### src/ec_key_hysteresis_scanner_core_defines.svh
// ----------------------------------------------------------------------------
// Assertion macros for the key hysteresis scanner
// Shared implication checks, clocked on clk and disabled while arst_n is low.
// ----------------------------------------------------------------------------
`ifndef EC_KEY_HYSTERESIS_SCANNER_CORE_DEFINES_SVH
`define EC_KEY_HYSTERESIS_SCANNER_CORE_DEFINES_SVH

// Same-cycle implication.
`define EKHS_ASSERT_IMP(lbl, ante, cons, msg) \
	lbl: assert property (@(posedge clk) disable iff (!arst_n) (ante) |-> (cons)) \
		else $error(msg);

// Next-cycle implication.
`define EKHS_ASSERT_NXT(lbl, ante, cons, msg) \
	lbl: assert property (@(posedge clk) disable iff (!arst_n) (ante) |=> (cons)) \
		else $error(msg);

`endif

### src/ekhs_pkg.sv
// ----------------------------------------------------------------------------
// ekhs_pkg
// Shared widths, register codes, reset values and types of the key scanner.
// ----------------------------------------------------------------------------
package ekhs_pkg;

	localparam int ROW_W       = 2;
	localparam int COL_W       = 3;
	localparam int SAMPLE_BITS = 12;
	localparam int ROW_BITS_W  = 8;

	localparam int IN_TDATA_W  = 24;
	localparam int OUT_TDATA_W = 40;

	localparam int CFG_IDX_W   = 1;
	localparam int CFG_DATA_W  = 12;

	localparam logic [CFG_IDX_W-1:0] REG_PRESS   = 1'd0;
	localparam logic [CFG_IDX_W-1:0] REG_RELEASE = 1'd1;

	localparam logic [SAMPLE_BITS-1:0] PRESS_RESET   = 12'd2048;
	localparam logic [SAMPLE_BITS-1:0] RELEASE_RESET = 12'd1536;

	localparam int SENSE_ROWS_DEF = 4;
	localparam int KEY_COLS_DEF   = 8;

	typedef logic [SAMPLE_BITS-1:0] sample_t;

	// Running statistics of one key.
	typedef struct packed {
		sample_t min_v;
		sample_t max_v;
	} key_stat_t;

	// Decision for one item.
	typedef struct packed {
		logic      now_down;
		logic      changed;
		key_stat_t stat;
	} key_upd_t;

endpackage

### src/ekhs_decide.sv
// ----------------------------------------------------------------------------
// ekhs_decide
// Hysteresis compare and running min/max update for one key.
// ----------------------------------------------------------------------------
module ekhs_decide (
	input  ekhs_pkg::sample_t   smp,
	input  logic                was_down,
	input  ekhs_pkg::sample_t   press_thr,
	input  ekhs_pkg::sample_t   release_thr,
	input  ekhs_pkg::key_stat_t stat_old,
	output ekhs_pkg::key_upd_t  upd
);

	ekhs_pkg::sample_t thr;

	// A pressed key uses the lower release level.
	assign thr = was_down ? release_thr : press_thr;

	always_comb begin
		upd.now_down  = smp > thr;
		upd.changed   = (smp > thr) != was_down;
		upd.stat.min_v = (smp < stat_old.min_v) ? smp : stat_old.min_v;
		upd.stat.max_v = (smp > stat_old.max_v) ? smp : stat_old.max_v;
	end

endmodule

### src/ekhs_store.sv
// ----------------------------------------------------------------------------
// ekhs_store
// Row bitmaps of pressed keys and per-key min/max registers.
// ----------------------------------------------------------------------------
module ekhs_store #(
	parameter int SENSE_ROWS = ekhs_pkg::SENSE_ROWS_DEF,
	parameter int KEY_COLS   = ekhs_pkg::KEY_COLS_DEF
) (
	input  logic                clk,
	input  logic                arst_n,
	input  logic                wr_en,
	input  logic [(((SENSE_ROWS < 4) ? SENSE_ROWS : 4) > 1 ?
		$clog2((SENSE_ROWS < 4) ? SENSE_ROWS : 4) : 1)-1:0] row,
	input  logic [(((KEY_COLS < 8) ? KEY_COLS : 8) > 1 ?
		$clog2((KEY_COLS < 8) ? KEY_COLS : 8) : 1)-1:0] col,
	input  ekhs_pkg::key_upd_t  upd,
	output logic                was_down,
	output ekhs_pkg::key_stat_t stat_old,
	output logic [ekhs_pkg::ROW_BITS_W-1:0] row_after
);

	localparam int ROWS_USED = (SENSE_ROWS < 4) ? SENSE_ROWS : 4;
	localparam int COLS_USED = (KEY_COLS < 8) ? KEY_COLS : 8;
	localparam int NKEYS     = ROWS_USED * COLS_USED;
	localparam int KIW       = (NKEYS > 1) ? $clog2(NKEYS) : 1;

	logic [COLS_USED-1:0]    pressed_q [ROWS_USED];
	ekhs_pkg::sample_t       min_q     [NKEYS];
	ekhs_pkg::sample_t       max_q     [NKEYS];
	logic [KIW-1:0]          key_idx;
	logic [COLS_USED-1:0]    row_before;
	logic [COLS_USED-1:0]    row_new;

	assign key_idx    = KIW'(int'(row) * COLS_USED + int'(col));
	assign row_before = pressed_q[row];
	assign was_down   = row_before[col];
	assign stat_old.min_v = min_q[key_idx];
	assign stat_old.max_v = max_q[key_idx];

	always_comb begin
		row_new      = row_before;
		row_new[col] = upd.now_down;
	end

	assign row_after = ekhs_pkg::ROW_BITS_W'(row_new);

	always_ff @(posedge clk or negedge arst_n) begin
		if (!arst_n) begin
			for (int i = 0; i < ROWS_USED; i++) begin
				pressed_q[i] <= '0;
			end
			for (int k = 0; k < NKEYS; k++) begin
				min_q[k] <= '1;
				max_q[k] <= '0;
			end
		end else if (wr_en) begin
			pressed_q[row] <= row_new;
			min_q[key_idx] <= upd.stat.min_v;
			max_q[key_idx] <= upd.stat.max_v;
		end
	end

endmodule

### src/ec_key_hysteresis_scanner_core.sv
// ----------------------------------------------------------------------------
// ec_key_hysteresis_scanner_core
// Per-key press/release hysteresis detector for a capacitive key matrix.
// Items pass the input register and the result register; an output stall holds both.
// Throughput: 1 item per cycle; the row bitmap and min/max registers are
// read and rewritten in the same cycle, so back-to-back items see fresh state.
// Reset: arst_n clears the pipeline, all pressed bits and max values to zero,
// min values to all ones, and thresholds to 2048 (press) and 1536 (release).
// ----------------------------------------------------------------------------
`include "ec_key_hysteresis_scanner_core_defines.svh"

module ec_key_hysteresis_scanner_core #(
	parameter int SENSE_ROWS = ekhs_pkg::SENSE_ROWS_DEF,
	parameter int KEY_COLS   = ekhs_pkg::KEY_COLS_DEF
) (
	input  logic                                 clk,
	input  logic                                 arst_n,
	// configuration write port
	input  logic                                 cfg_we,
	input  logic [ekhs_pkg::CFG_IDX_W-1:0]       cfg_index,
	input  logic [ekhs_pkg::CFG_DATA_W-1:0]      cfg_data,
	// sample stream in
	input  logic                                 s_tvalid,
	output logic                                 s_tready,
	// [1:0] row_index, [4:2] col_index, [16:5] sample, [23:17] zero
	input  logic [ekhs_pkg::IN_TDATA_W-1:0]      s_tdata,
	// result stream out
	output logic                                 m_tvalid,
	input  logic                                 m_tready,
	// [0] key_pressed, [1] state_changed, [9:2] row_bits, [21:10] sample_min,
	// [33:22] sample_max, [39:34] zero
	output logic [ekhs_pkg::OUT_TDATA_W-1:0]     m_tdata
);

	// Only rows 0..3 and columns 0..7 can be addressed; wrapped indices
	// stay below these counts.
	localparam int ROWS_USED = (SENSE_ROWS < 4) ? SENSE_ROWS : 4;
	localparam int COLS_USED = (KEY_COLS < 8) ? KEY_COLS : 8;
	localparam int RIW       = (ROWS_USED > 1) ? $clog2(ROWS_USED) : 1;
	localparam int CIW       = (COLS_USED > 1) ? $clog2(COLS_USED) : 1;
	localparam int PAD_W     = ekhs_pkg::OUT_TDATA_W - 2 - ekhs_pkg::ROW_BITS_W
		- 2 * ekhs_pkg::SAMPLE_BITS;

	// Threshold registers.
	ekhs_pkg::sample_t press_thr_q;
	ekhs_pkg::sample_t release_thr_q;

	// Input stage.
	logic                            valid_s1;
	logic [ekhs_pkg::ROW_W-1:0]      row_s1;
	logic [ekhs_pkg::COL_W-1:0]      col_s1;
	ekhs_pkg::sample_t               sample_s1;

	// Result stage.
	logic                            valid_s2;
	logic                            key_pressed_s2;
	logic                            changed_s2;
	logic [ekhs_pkg::ROW_BITS_W-1:0] row_bits_s2;
	ekhs_pkg::sample_t               min_s2;
	ekhs_pkg::sample_t               max_s2;

	logic                            out_free;
	logic                            advance;
	logic                            accept;

	logic [RIW-1:0]                  row_map [4];
	logic [CIW-1:0]                  col_map [8];
	logic [RIW-1:0]                  row_w;
	logic [CIW-1:0]                  col_w;

	logic                            was_down;
	ekhs_pkg::key_stat_t             stat_old;
	ekhs_pkg::key_upd_t              upd;
	logic [ekhs_pkg::ROW_BITS_W-1:0] row_after;

	// ------------------------------------------------------------------
	// Handshake: the result register frees the input stage whenever it is
	// empty or being drained, so a new item enters every cycle unless stalled.
	// ------------------------------------------------------------------
	assign out_free = !valid_s2 || m_tready;
	assign advance  = valid_s1 && out_free;
	assign s_tready = !valid_s1 || out_free;
	assign accept   = s_tvalid && s_tready;

	// ------------------------------------------------------------------
	// Configuration: write thresholds; unknown indices are dropped.
	// ------------------------------------------------------------------
	always_ff @(posedge clk or negedge arst_n) begin
		if (!arst_n) begin
			press_thr_q   <= ekhs_pkg::PRESS_RESET;
			release_thr_q <= ekhs_pkg::RELEASE_RESET;
		end else if (cfg_we) begin
			case (cfg_index)
				ekhs_pkg::REG_PRESS: begin
					press_thr_q <= ekhs_pkg::SAMPLE_BITS'(cfg_data);
				end
				ekhs_pkg::REG_RELEASE: begin
					release_thr_q <= ekhs_pkg::SAMPLE_BITS'(cfg_data);
				end
				default: begin
				end
			endcase
		end
	end

	// ------------------------------------------------------------------
	// Input register: capture the item, hold it while the output stalls.
	// ------------------------------------------------------------------
	always_ff @(posedge clk or negedge arst_n) begin
		if (!arst_n) begin
			valid_s1 <= 1'b0;
		end else if (accept) begin
			valid_s1 <= 1'b1;
		end else if (advance) begin
			valid_s1 <= 1'b0;
		end
	end

	always_ff @(posedge clk) begin
		if (accept) begin
			row_s1    <= s_tdata[1:0];
			col_s1    <= s_tdata[4:2];
			sample_s1 <= s_tdata[16:5];
		end
	end

	// ------------------------------------------------------------------
	// Wrap row and column into the configured matrix size. The tables are
	// constants worked out at elaboration.
	// ------------------------------------------------------------------
	for (genvar g = 0; g < 4; g++) begin : g_row_map
		assign row_map[g] = RIW'(g % SENSE_ROWS);
	end
	for (genvar g = 0; g < 8; g++) begin : g_col_map
		assign col_map[g] = CIW'(g % KEY_COLS);
	end

	assign row_w = row_map[row_s1];
	assign col_w = col_map[col_s1];

	// ------------------------------------------------------------------
	// Key state: read the prior bit and stats, write back on advance.
	// ------------------------------------------------------------------
	ekhs_store #(
		.SENSE_ROWS (SENSE_ROWS),
		.KEY_COLS   (KEY_COLS)
	) u_store (
		.clk       (clk),
		.arst_n    (arst_n),
		.wr_en     (advance),
		.row       (row_w),
		.col       (col_w),
		.upd       (upd),
		.was_down  (was_down),
		.stat_old  (stat_old),
		.row_after (row_after)
	);

	ekhs_decide u_decide (
		.smp         (sample_s1),
		.was_down    (was_down),
		.press_thr   (press_thr_q),
		.release_thr (release_thr_q),
		.stat_old    (stat_old),
		.upd         (upd)
	);

	// ------------------------------------------------------------------
	// Result register: load on advance, drop once taken.
	// ------------------------------------------------------------------
	always_ff @(posedge clk or negedge arst_n) begin
		if (!arst_n) begin
			valid_s2 <= 1'b0;
		end else if (advance) begin
			valid_s2 <= 1'b1;
		end else if (m_tready) begin
			valid_s2 <= 1'b0;
		end
	end

	always_ff @(posedge clk) begin
		if (advance) begin
			key_pressed_s2 <= upd.now_down;
			changed_s2     <= upd.changed;
			row_bits_s2    <= row_after;
			min_s2         <= upd.stat.min_v;
			max_s2         <= upd.stat.max_v;
		end
	end

	assign m_tvalid = valid_s2;
	assign m_tdata  = {{PAD_W{1'b0}}, max_s2, min_s2, row_bits_s2, changed_s2,
		key_pressed_s2};

	// ------------------------------------------------------------------
	// Checks
	// ------------------------------------------------------------------
	`EKHS_ASSERT_IMP(a_min_le_max, valid_s2, min_s2 <= max_s2,
		"result minimum above maximum")
	`EKHS_ASSERT_NXT(a_adv_loads_out, advance, valid_s2,
		"advanced item missing from result stage")
	`EKHS_ASSERT_IMP(a_stall_cause, !s_tready, valid_s1 && valid_s2 && !m_tready,
		"input stalled without a full pipeline")

endmodule
### config.mk
export PLATFORM = sky130hd
export DESIGN_NAME = ec_key_hysteresis_scanner_core
export DESIGN_NICKNAME = d
export VERILOG_FILES = /design/src/ekhs_pkg.sv /design/src/ekhs_decide.sv /design/src/ekhs_store.sv /design/src/ec_key_hysteresis_scanner_core.sv
export VERILOG_INCLUDE_DIRS = /design/src /design/src/src
export SDC_FILE = /design/constraint.sdc
export NUM_CORES = 1
export LEC_CHECK = 0
export BUFFER_PORTS_ARGS = -buffer_cell sky130_fd_sc_hd__buf_4
export CELL_PAD_IN_SITES_DETAIL_PLACEMENT = 1
export CELL_PAD_IN_SITES_GLOBAL_PLACEMENT = 1
export CORE_MARGIN = 2
export CORE_UTILIZATION = 50
export DETAILED_ROUTE_END_ITERATION = 10
export HOLD_SLACK_MARGIN = 0.06
export PLACE_DENSITY_LB_ADDON = 0.1
export SKIP_CTS_REPAIR_TIMING = 1
export SLEW_MARGIN = 20
export SYNTH_ARGS = -nofsm -noshare
export SYNTH_HDL_FRONTEND = slang
export SYNTH_SLANG_ARGS = --single-unit
### constraint.sdc
create_clock -name clk -period 7.5 [get_ports clk]
set_input_delay 1.125 -clock clk [delete_from_list [all_inputs] [get_ports clk]]
set_output_delay 1.125 -clock clk [all_outputs]
set_load 0.01 [all_outputs]
# [After elaboration in Yosys (flattened, before gate mapping)]
# Memories as Yosys holds them, arrays and structs flattened.
# Index checks and enable logic that the tools add are counted.
[op_classes] addsub=1 order_cmp=11 eq_ne=1 n_mux=33 bitwise_logic=5 reduce_logical=13
[ops] cell="$bwmux W384" n=2
[ops] cell="$bmux W12 S5" n=2
[ops] cell="$mux W12" n=8
[ops] cell="$demux W12 S5" n=1
[ops] cell="$bwmux W32" n=1
[ops] cell="$gt A12 B12 Y1" n=2
[ops] cell="$mux W8" n=3
[ops] cell="$bmux W8 S2" n=1
[ops] cell="$demux W8 S2" n=1
[ops] cell="$lt A12 B12 Y1" n=1
[ops] cell="$bwmux W8" n=1
[ops] cell="$ge A3 B3 Y1 const B" n=2
[ops] cell="$ge A6 B6 Y1 const B" n=1
[ops] cell="$lt A6 B1 Y1 const B" n=1
[ops] cell="$mux W1" n=6
[ops] cell="$mux W3" n=2
[ops] cell="$not A2 Y3" n=2
[ops] cell="$not A5 Y6" n=1
[ops] cell="$add A5 B3 Y5" n=1
[ops] cell="$logic_and A1 B1 Y1" n=5
[ops] cell="$bmux W2 S2" n=1
[ops] cell="$ge A4 B4 Y1 const B" n=1
[ops] cell="$lt A3 B4 Y1 const B" n=1
[ops] cell="$mux W2" n=2
[ops] cell="11 further kinds" n=15
[totals] ff_bits=877 romBits=24 in_bits=42 output_inout_bits=42 elab_cells=145 n_memories=1
[memory_table] name="(no name shown)" words=8 word_bits=3 read_ports=1 rd_ports_with_merged_regs=0 write_ports=0 line_no="ec_key_hysteresis_scanner_core.sv:139" text="assign col_w = col_map[col_s1];"

# [Depth between registers and ports, before layout]
[logic_depth] ltp_word=14 mapped_depth=19 mapped_depth_nobuf=13

# [Cells and area by module]
# Synthesis repeated with hierarchy kept, for this count alone.
[unflattened] cells_unflattened=2540 hier_area_um2=40581.4
[by_module_without_submodules] module="ekhs_store" n_inst=1 cells_per_inst=2267 area_each_um2=36655.2 seq_area_each_um2=20499.7
[by_module_without_submodules] module="ec_key_hysteresis_scanner_core" n_inst=1 cells_per_inst=120 area_each_um2=2641.3 seq_area_each_um2=2185.8
[by_module_without_submodules] module="ekhs_decide" n_inst=1 cells_per_inst=153 area_each_um2=1285.0 seq_area_each_um2=0.0

# [Worst setup path after synthesis]
# No wires, ideal clock.
[synth_timing] path_kind="reg2reg" startpoint="register row_s1[0] (netlist bit)" endpoint="register row_bits_s2[0] (netlist bit), data pin" setup_time_ns=0.255 t_arrival_ns=4.801 required_time_ns=7.245 slack_ns=2.444 stages_incl_launch_ff=16 path_buffers=3 synth_period_minus_slack_ns=5.056 cell_sequence="edfxtp_1 buf_1 buf_1 mux4_2 mux4_2 mux2i_1 buf_2 mux2i_1 ha_1 a21o_1 a21o_1 a21oi_1 nor2_1 o31ai_1 o21a_1 inv_1"
[synth_via] elab_chain_cells=13
[synth_rtl] element="start: declaration" line_no="ec_key_hysteresis_scanner_core.sv:50" text="logic [ekhs_pkg::ROW_W-1:0] row_s1;"
[synth_rtl] element="start signal: assignment" line_no="ec_key_hysteresis_scanner_core.sv:121" text="row_s1 <= s_tdata[1:0];"
[synth_rtl] element="$not A2 Y3 (implied by the code) *" line_no="ec_key_hysteresis_scanner_core.sv:138" text="assign row_w = row_map[row_s1];"
[synth_rtl] element="$bmux W2 S2 *" line_no="ec_key_hysteresis_scanner_core.sv:138"
[synth_rtl] element="$mux W2 (implied by the code) * (2 in series)" line_no="ec_key_hysteresis_scanner_core.sv:138"
[synth_rtl] element="$not A2 Y3 (implied by the code) *" line_no="ekhs_store.sv:35" text="assign row_before = pressed_q[row];"
[synth_rtl] element="$bmux W8 S2 *" line_no="ekhs_store.sv:35"
[synth_rtl] element="$mux W8 (implied by the code) * (2 in series)" line_no="ekhs_store.sv:35"
[synth_rtl] element="$bmux W1 S3" line_no="ekhs_store.sv:36" text="assign was_down = row_before[col];"
[synth_rtl] element="$mux W1 (implied by the code)" line_no="ekhs_store.sv:36"
[synth_rtl] element="$mux W12" line_no="ekhs_decide.sv:17" text="assign thr = was_down ? release_thr : press_thr;"
[synth_rtl] element="$gt A12 B12 Y1" line_no="ekhs_decide.sv:20" text="upd.now_down = smp > thr;"
[synth_rtl] element="$bwmux W8 *" line_no="ekhs_store.sv:42" text="row_new[col] = upd.now_down;"
[synth_rtl] element="net row_after, one bit" line_no="ec_key_hysteresis_scanner_core.sv:74" text="logic [ekhs_pkg::ROW_BITS_W-1:0] row_after;"
[synth_rtl] element="end signal: assignment" line_no="ec_key_hysteresis_scanner_core.sv:185" text="row_bits_s2 <= row_after;"
[synth_rtl] element="end: declaration" line_no="ec_key_hysteresis_scanner_core.sv:58" text="logic [ekhs_pkg::ROW_BITS_W-1:0] row_bits_s2;"
# The timed path passes the listed nets; every way through them passes the cells marked *. The select of a mux whose other input is x is not followed.
# A chain may end at the register's enable or synchronous reset.

# [Worst setup path after layout]
[layout_timing] startpoint="register col_s1[1] (netlist bit)" endpoint="register u_store.min_q[334] (netlist bit)"
[layout_via] elab_chain_cells=12 elab_cells_between_ends=17 cone_classes="add/sub (1); order compare (3); mux (9); bitwise (2); reduce/logical (1); memory (1)"
[layout_rtl] element="start: declaration" line_no="ec_key_hysteresis_scanner_core.sv:51" text="logic [ekhs_pkg::COL_W-1:0] col_s1;"
[layout_rtl] element="start signal: assignment" line_no="ec_key_hysteresis_scanner_core.sv:122" text="col_s1 <= s_tdata[4:2];"
[layout_rtl] element="$not A3 Y4 (implied by the code) *" line_no="ec_key_hysteresis_scanner_core.sv:139"
[layout_rtl] element="$mem_v2 Z8 W3 *"
[layout_rtl] element="$mux W3 (implied by the code) * (2 in series)" line_no="ec_key_hysteresis_scanner_core.sv:139"
[layout_rtl] element="$add A5 B3 Y5 *" line_no="ekhs_store.sv:34" text="assign key_idx = KIW'(int'(row) * COLS_USED + int'(col));"
[layout_rtl] element="$not A5 Y6 (implied by the code) *" line_no="ekhs_store.sv:37, ekhs_store.sv:58"
[layout_rtl] element="$bmux W12 S5" line_no="ekhs_store.sv:37" text="assign stat_old.min_v = min_q[key_idx];"
[layout_rtl] element="$mux W12 (implied by the code) (2 in series)" line_no="ekhs_store.sv:37"
[layout_rtl] element="$lt A12 B12 Y1" line_no="ekhs_decide.sv:22" text="upd.stat.min_v = (smp < stat_old.min_v) ? smp : stat_old.min_v;"
[layout_rtl] element="$mux W12" line_no="ekhs_decide.sv:22"
[layout_rtl] element="$bwmux W384 *" line_no="ekhs_store.sv:58" text="min_q[key_idx] <= upd.stat.min_v;"
[layout_rtl] element="end signal: indexed assignment" line_no="ekhs_store.sv:58"
[layout_rtl] element="end: declaration" line_no="ekhs_store.sv:28" text="ekhs_pkg::sample_t min_q [NKEYS];"
# Every way passes the cells marked *; elsewhere a longest branch is shown, timed or not. The select of a mux whose other input is x is not followed.

==> flow_summary.toml <==
[placed_design]
io_buffers = 70
place_ws_ns = 1.65
placed_area_um2 = 41500
gp_congestion = 0.819
dp_hpwl_um = 71400

[yosys]
synth_adder_area_share_pct = 1.10
yosys-top-cells-area = "dfrtp_1 (27%), dfstp_2 (25%), mux2_2 (12%)"
synth_top_family_by_area = "multiplexers"
ys.flop_type = "dfrtp_1"
muxShareOfSynthArea_pct = 25.3
async_flop_share_pct = 94.2
synth_edf_count = 51
yosys.area_share.xor_xnor_pct = 0.0219
synth.top_cell.area_share_pct = 27.5
synth.avg_cell_area_um2 = 12.8
synth-seq-cells = 877
ys_seq_area_share_pct = 56.8
yosys_warnings = 0
synthDistinctLibCells = 51
synth_cells = 3121
syn_area_um2 = 40000
synthTopCellsByCount = "nand2_1 (450), dfrtp_1 (439), mux2_2 (423)"
synthSimpleGateAreaFrac_pct = 5.99
yosysMostFrequentCell = "nand2_1"
synth_largest_area_cell = "dfrtp_1"
synth_compound_area_share_pct = 7.44

[detailed_routing]
drtPass1Iterations = 5
drc = 0
wl_per_cell_um = 27.5
drt_wl_total_um = 117000
detail_route.vias_per_cell = 6.09
vias = 25900
drt_iter0_drc = 1671
antenna_left = 0

[floorplanning]
rows = 103
die_w_um = 287
coreArea_um2 = 79000
die_area_um2 = 82200
ios = 84
die_h_um = 287
initial_core_util_pct = 50.6

[layout]
drive_gt1_share_pct = 41.4
final_util_pct = 56.6
fin_nets = 3195
area_delta_synth_final_pct = 11.9
fillers = 7696
final_area_um2 = 44700

[clock_network]
clk_pin_slew_ns = 0.06
numCtsBuffers = 95
root_buffer = "clkbuf_16"
cts_tree = "yes"
clockBufferDepth = 3
htree_levels = 3
clock_latency_ns = 0.66
clkSinkCount = 877

[timing]
fin_skew_ns = 0.0364
rsz0062_at_grt = "false"
fmax_mhz = 169
fin_crit_ns = 5.91
fin_crit_sh_pct = 78.7
tightest_slew_ns = 1.09
slew_viol_final = 0
tns_ns = 0
hold_viol = 0
layout_setup_ws_ns = 1.59
slew-limit-headroom_pct = 27.5
setup_viol = 0

[critical_path]
cp.required_ns = 8.06
worstPathCellList = "buf_4, nand2_1, or3_1, o22ai_1, or4_1, nor2_1, ha_1, a21oi_1, o21ai_1, a221o_1, o41a_1, mux2_2, buf_4, o21ai_1"
crit_path_max_fanout = 28
arrival_ns = 6.46
path_class = "flip-flop to flip-flop"
slowest_stage = "mux2_2"
critPathMaxStageDelay_ns = 0.80
worstSetupStartpointType = "flip-flop"
worstSetupEndpointType = "flip-flop"

[power]
p_sw_mw = 4.08
swShare_pct = 28.6
power.density_nw_per_um2 = 319
combPwrFrac_pct = 20.7
p_int_mw = 10.2
clkPwrFrac_pct = 33.4
vdd_drop_max_uv = 229
seq_power_share_pct = 45.9
power.leakage_nw = 18.9

[global_route]
grt_max_degree = 177
grt_overflow_total = 0
first_global_vias = 28500
antenna_found_initial = 0
grtUsageTotal_pct = 29.0
grt_pass1_wl_um = 178000

[worst_hold_path]
min_path_type = "flip-flop to flip-flop"

[run_status]
status = "finished clean"

[run]
max-cap-violations = 0
metal layers:
| layer | track usage (%) | vias to the layer above | wire (um) |
|---|---|---|---|
| li1 | - | 11200 | - |
| met1 | 39.6 | 13800 | 50700 |
| met2 | 47.8 | 614 | 56900 |
| met3 | 4.75 | 204 | 5750 |
| met4 | 8.64 | 0 | 3300 |
| met5 | 0 | - | 0 |
layout make-up:
cell class	count	area, um^2	area share, %
clock buffer	157	3030	6.77
multi-input combinational	1948	16100	35.9
tap	1050	1310	2.94
inverter	36	135	0.302
sequential	877	22700	50.7
clock inverter	20	203	0.453
antenna	1	2.50	0.00559
timing repair buffer	160	1320	2.95
layout by cell type (no fill, tap or decap), drive strengths merged, types with 13 or more instances in the layout:
master and instances:
or4 22, o21a 15, buf 160, o22ai 88, mux4 130, ha 35
clkinv 16, nand2 450, dfstp 387, o21ai 396, nor2 47, mux2 426
mux2i 221, clkbuf 157, dfrtp 439, nand3 13, inv 36, edfxtp 51
a21oi 30
metrics by stage:
step | total power [mW] | cells | hold WS, ns
2_1_floorplan | 8.55 | 3126 | 0.443
3_3_place_gp | 9.29 | 4071 | 0.450
3_5_place_dp | 9.56 | 4071 | 0.457
4_1_cts | 14.4 | 4248 | 0.465
5_1_grt | 15.0 | 4248 | 0.473
6_report | 14.3 | 4249 | 0.462
worst max-delay path: cells and delay by family, from the launching register on:
kind | cells | cell delay (ns)
adders and majority gates | 1 | 0.34
AOI/OAI and AO/OA | 6 | 1.65
muxes | 1 | 0.80
DFF | 1 | 0.41
buffers and inverters | 2 | 0.54
and+or+nand+nor | 4 | 2.03
final timing paths:
kind | slack [ns] | end | cells past startpoint | startpoint
setup / recovery | 1.59 | u_store.min_q[334]$_DFFE_PN1P_ | 14 | col_s1[1]$_DFFE_PP_
hold / removal | 0.46 | u_store.min_q[341]$_DFFE_PN1P_ | 2 | u_store.min_q[341]$_DFFE_PN1P_
setup reg to reg | 1.59 | u_store.min_q[334]$_DFFE_PN1P_ | 14 | col_s1[1]$_DFFE_PP_
hold reg to reg | 0.46 | u_store.min_q[341]$_DFFE_PN1P_ | 2 | u_store.min_q[341]$_DFFE_PN1P_
max in group asynchronous | 5.10 | u_store.max_q[331]$_DFFE_PN0P_ | 3 | arst_n
min in group asynchronous | 0.52 | u_store.pressed_q[30]$_DFFE_PN0P_ | 1 | arst_n
registers in the layout, summed over array words and instances, names as in the netlist, 12 cells and up:
signal,count
u_store.pressed_q,32
max_s2,12
u_store.min_q,384
u_store.max_q,384
min_s2,12
release_thr_q,12
sample_s1,12
press_thr_q,12
power by group through the flow:
| stage | combinational [mW] | clock (mW) | sequential [mW] |
|---|---|---|---|
| after CTS | 2.98 | 4.86 | 6.55 |
| after global routing | 3.24 | 5.05 | 6.66 |
| after detailed placement | 2.95 | 0 | 6.61 |
| after global placement | 2.79 | 0 | 6.50 |
| after floorplan | 2.12 | 0 | 6.43 |
| final | 2.95 | 4.77 | 6.56 |
cells by family after synthesis:
logic type / Yosys count
mux: 777
flops: 877
fa+ha+maj: 35
xor+xnor: 1
buf+inv: 301
compound gates: 550
other cells: 1
simple gates: 579
Note: power is estimated with default switching activity, not from simulation.
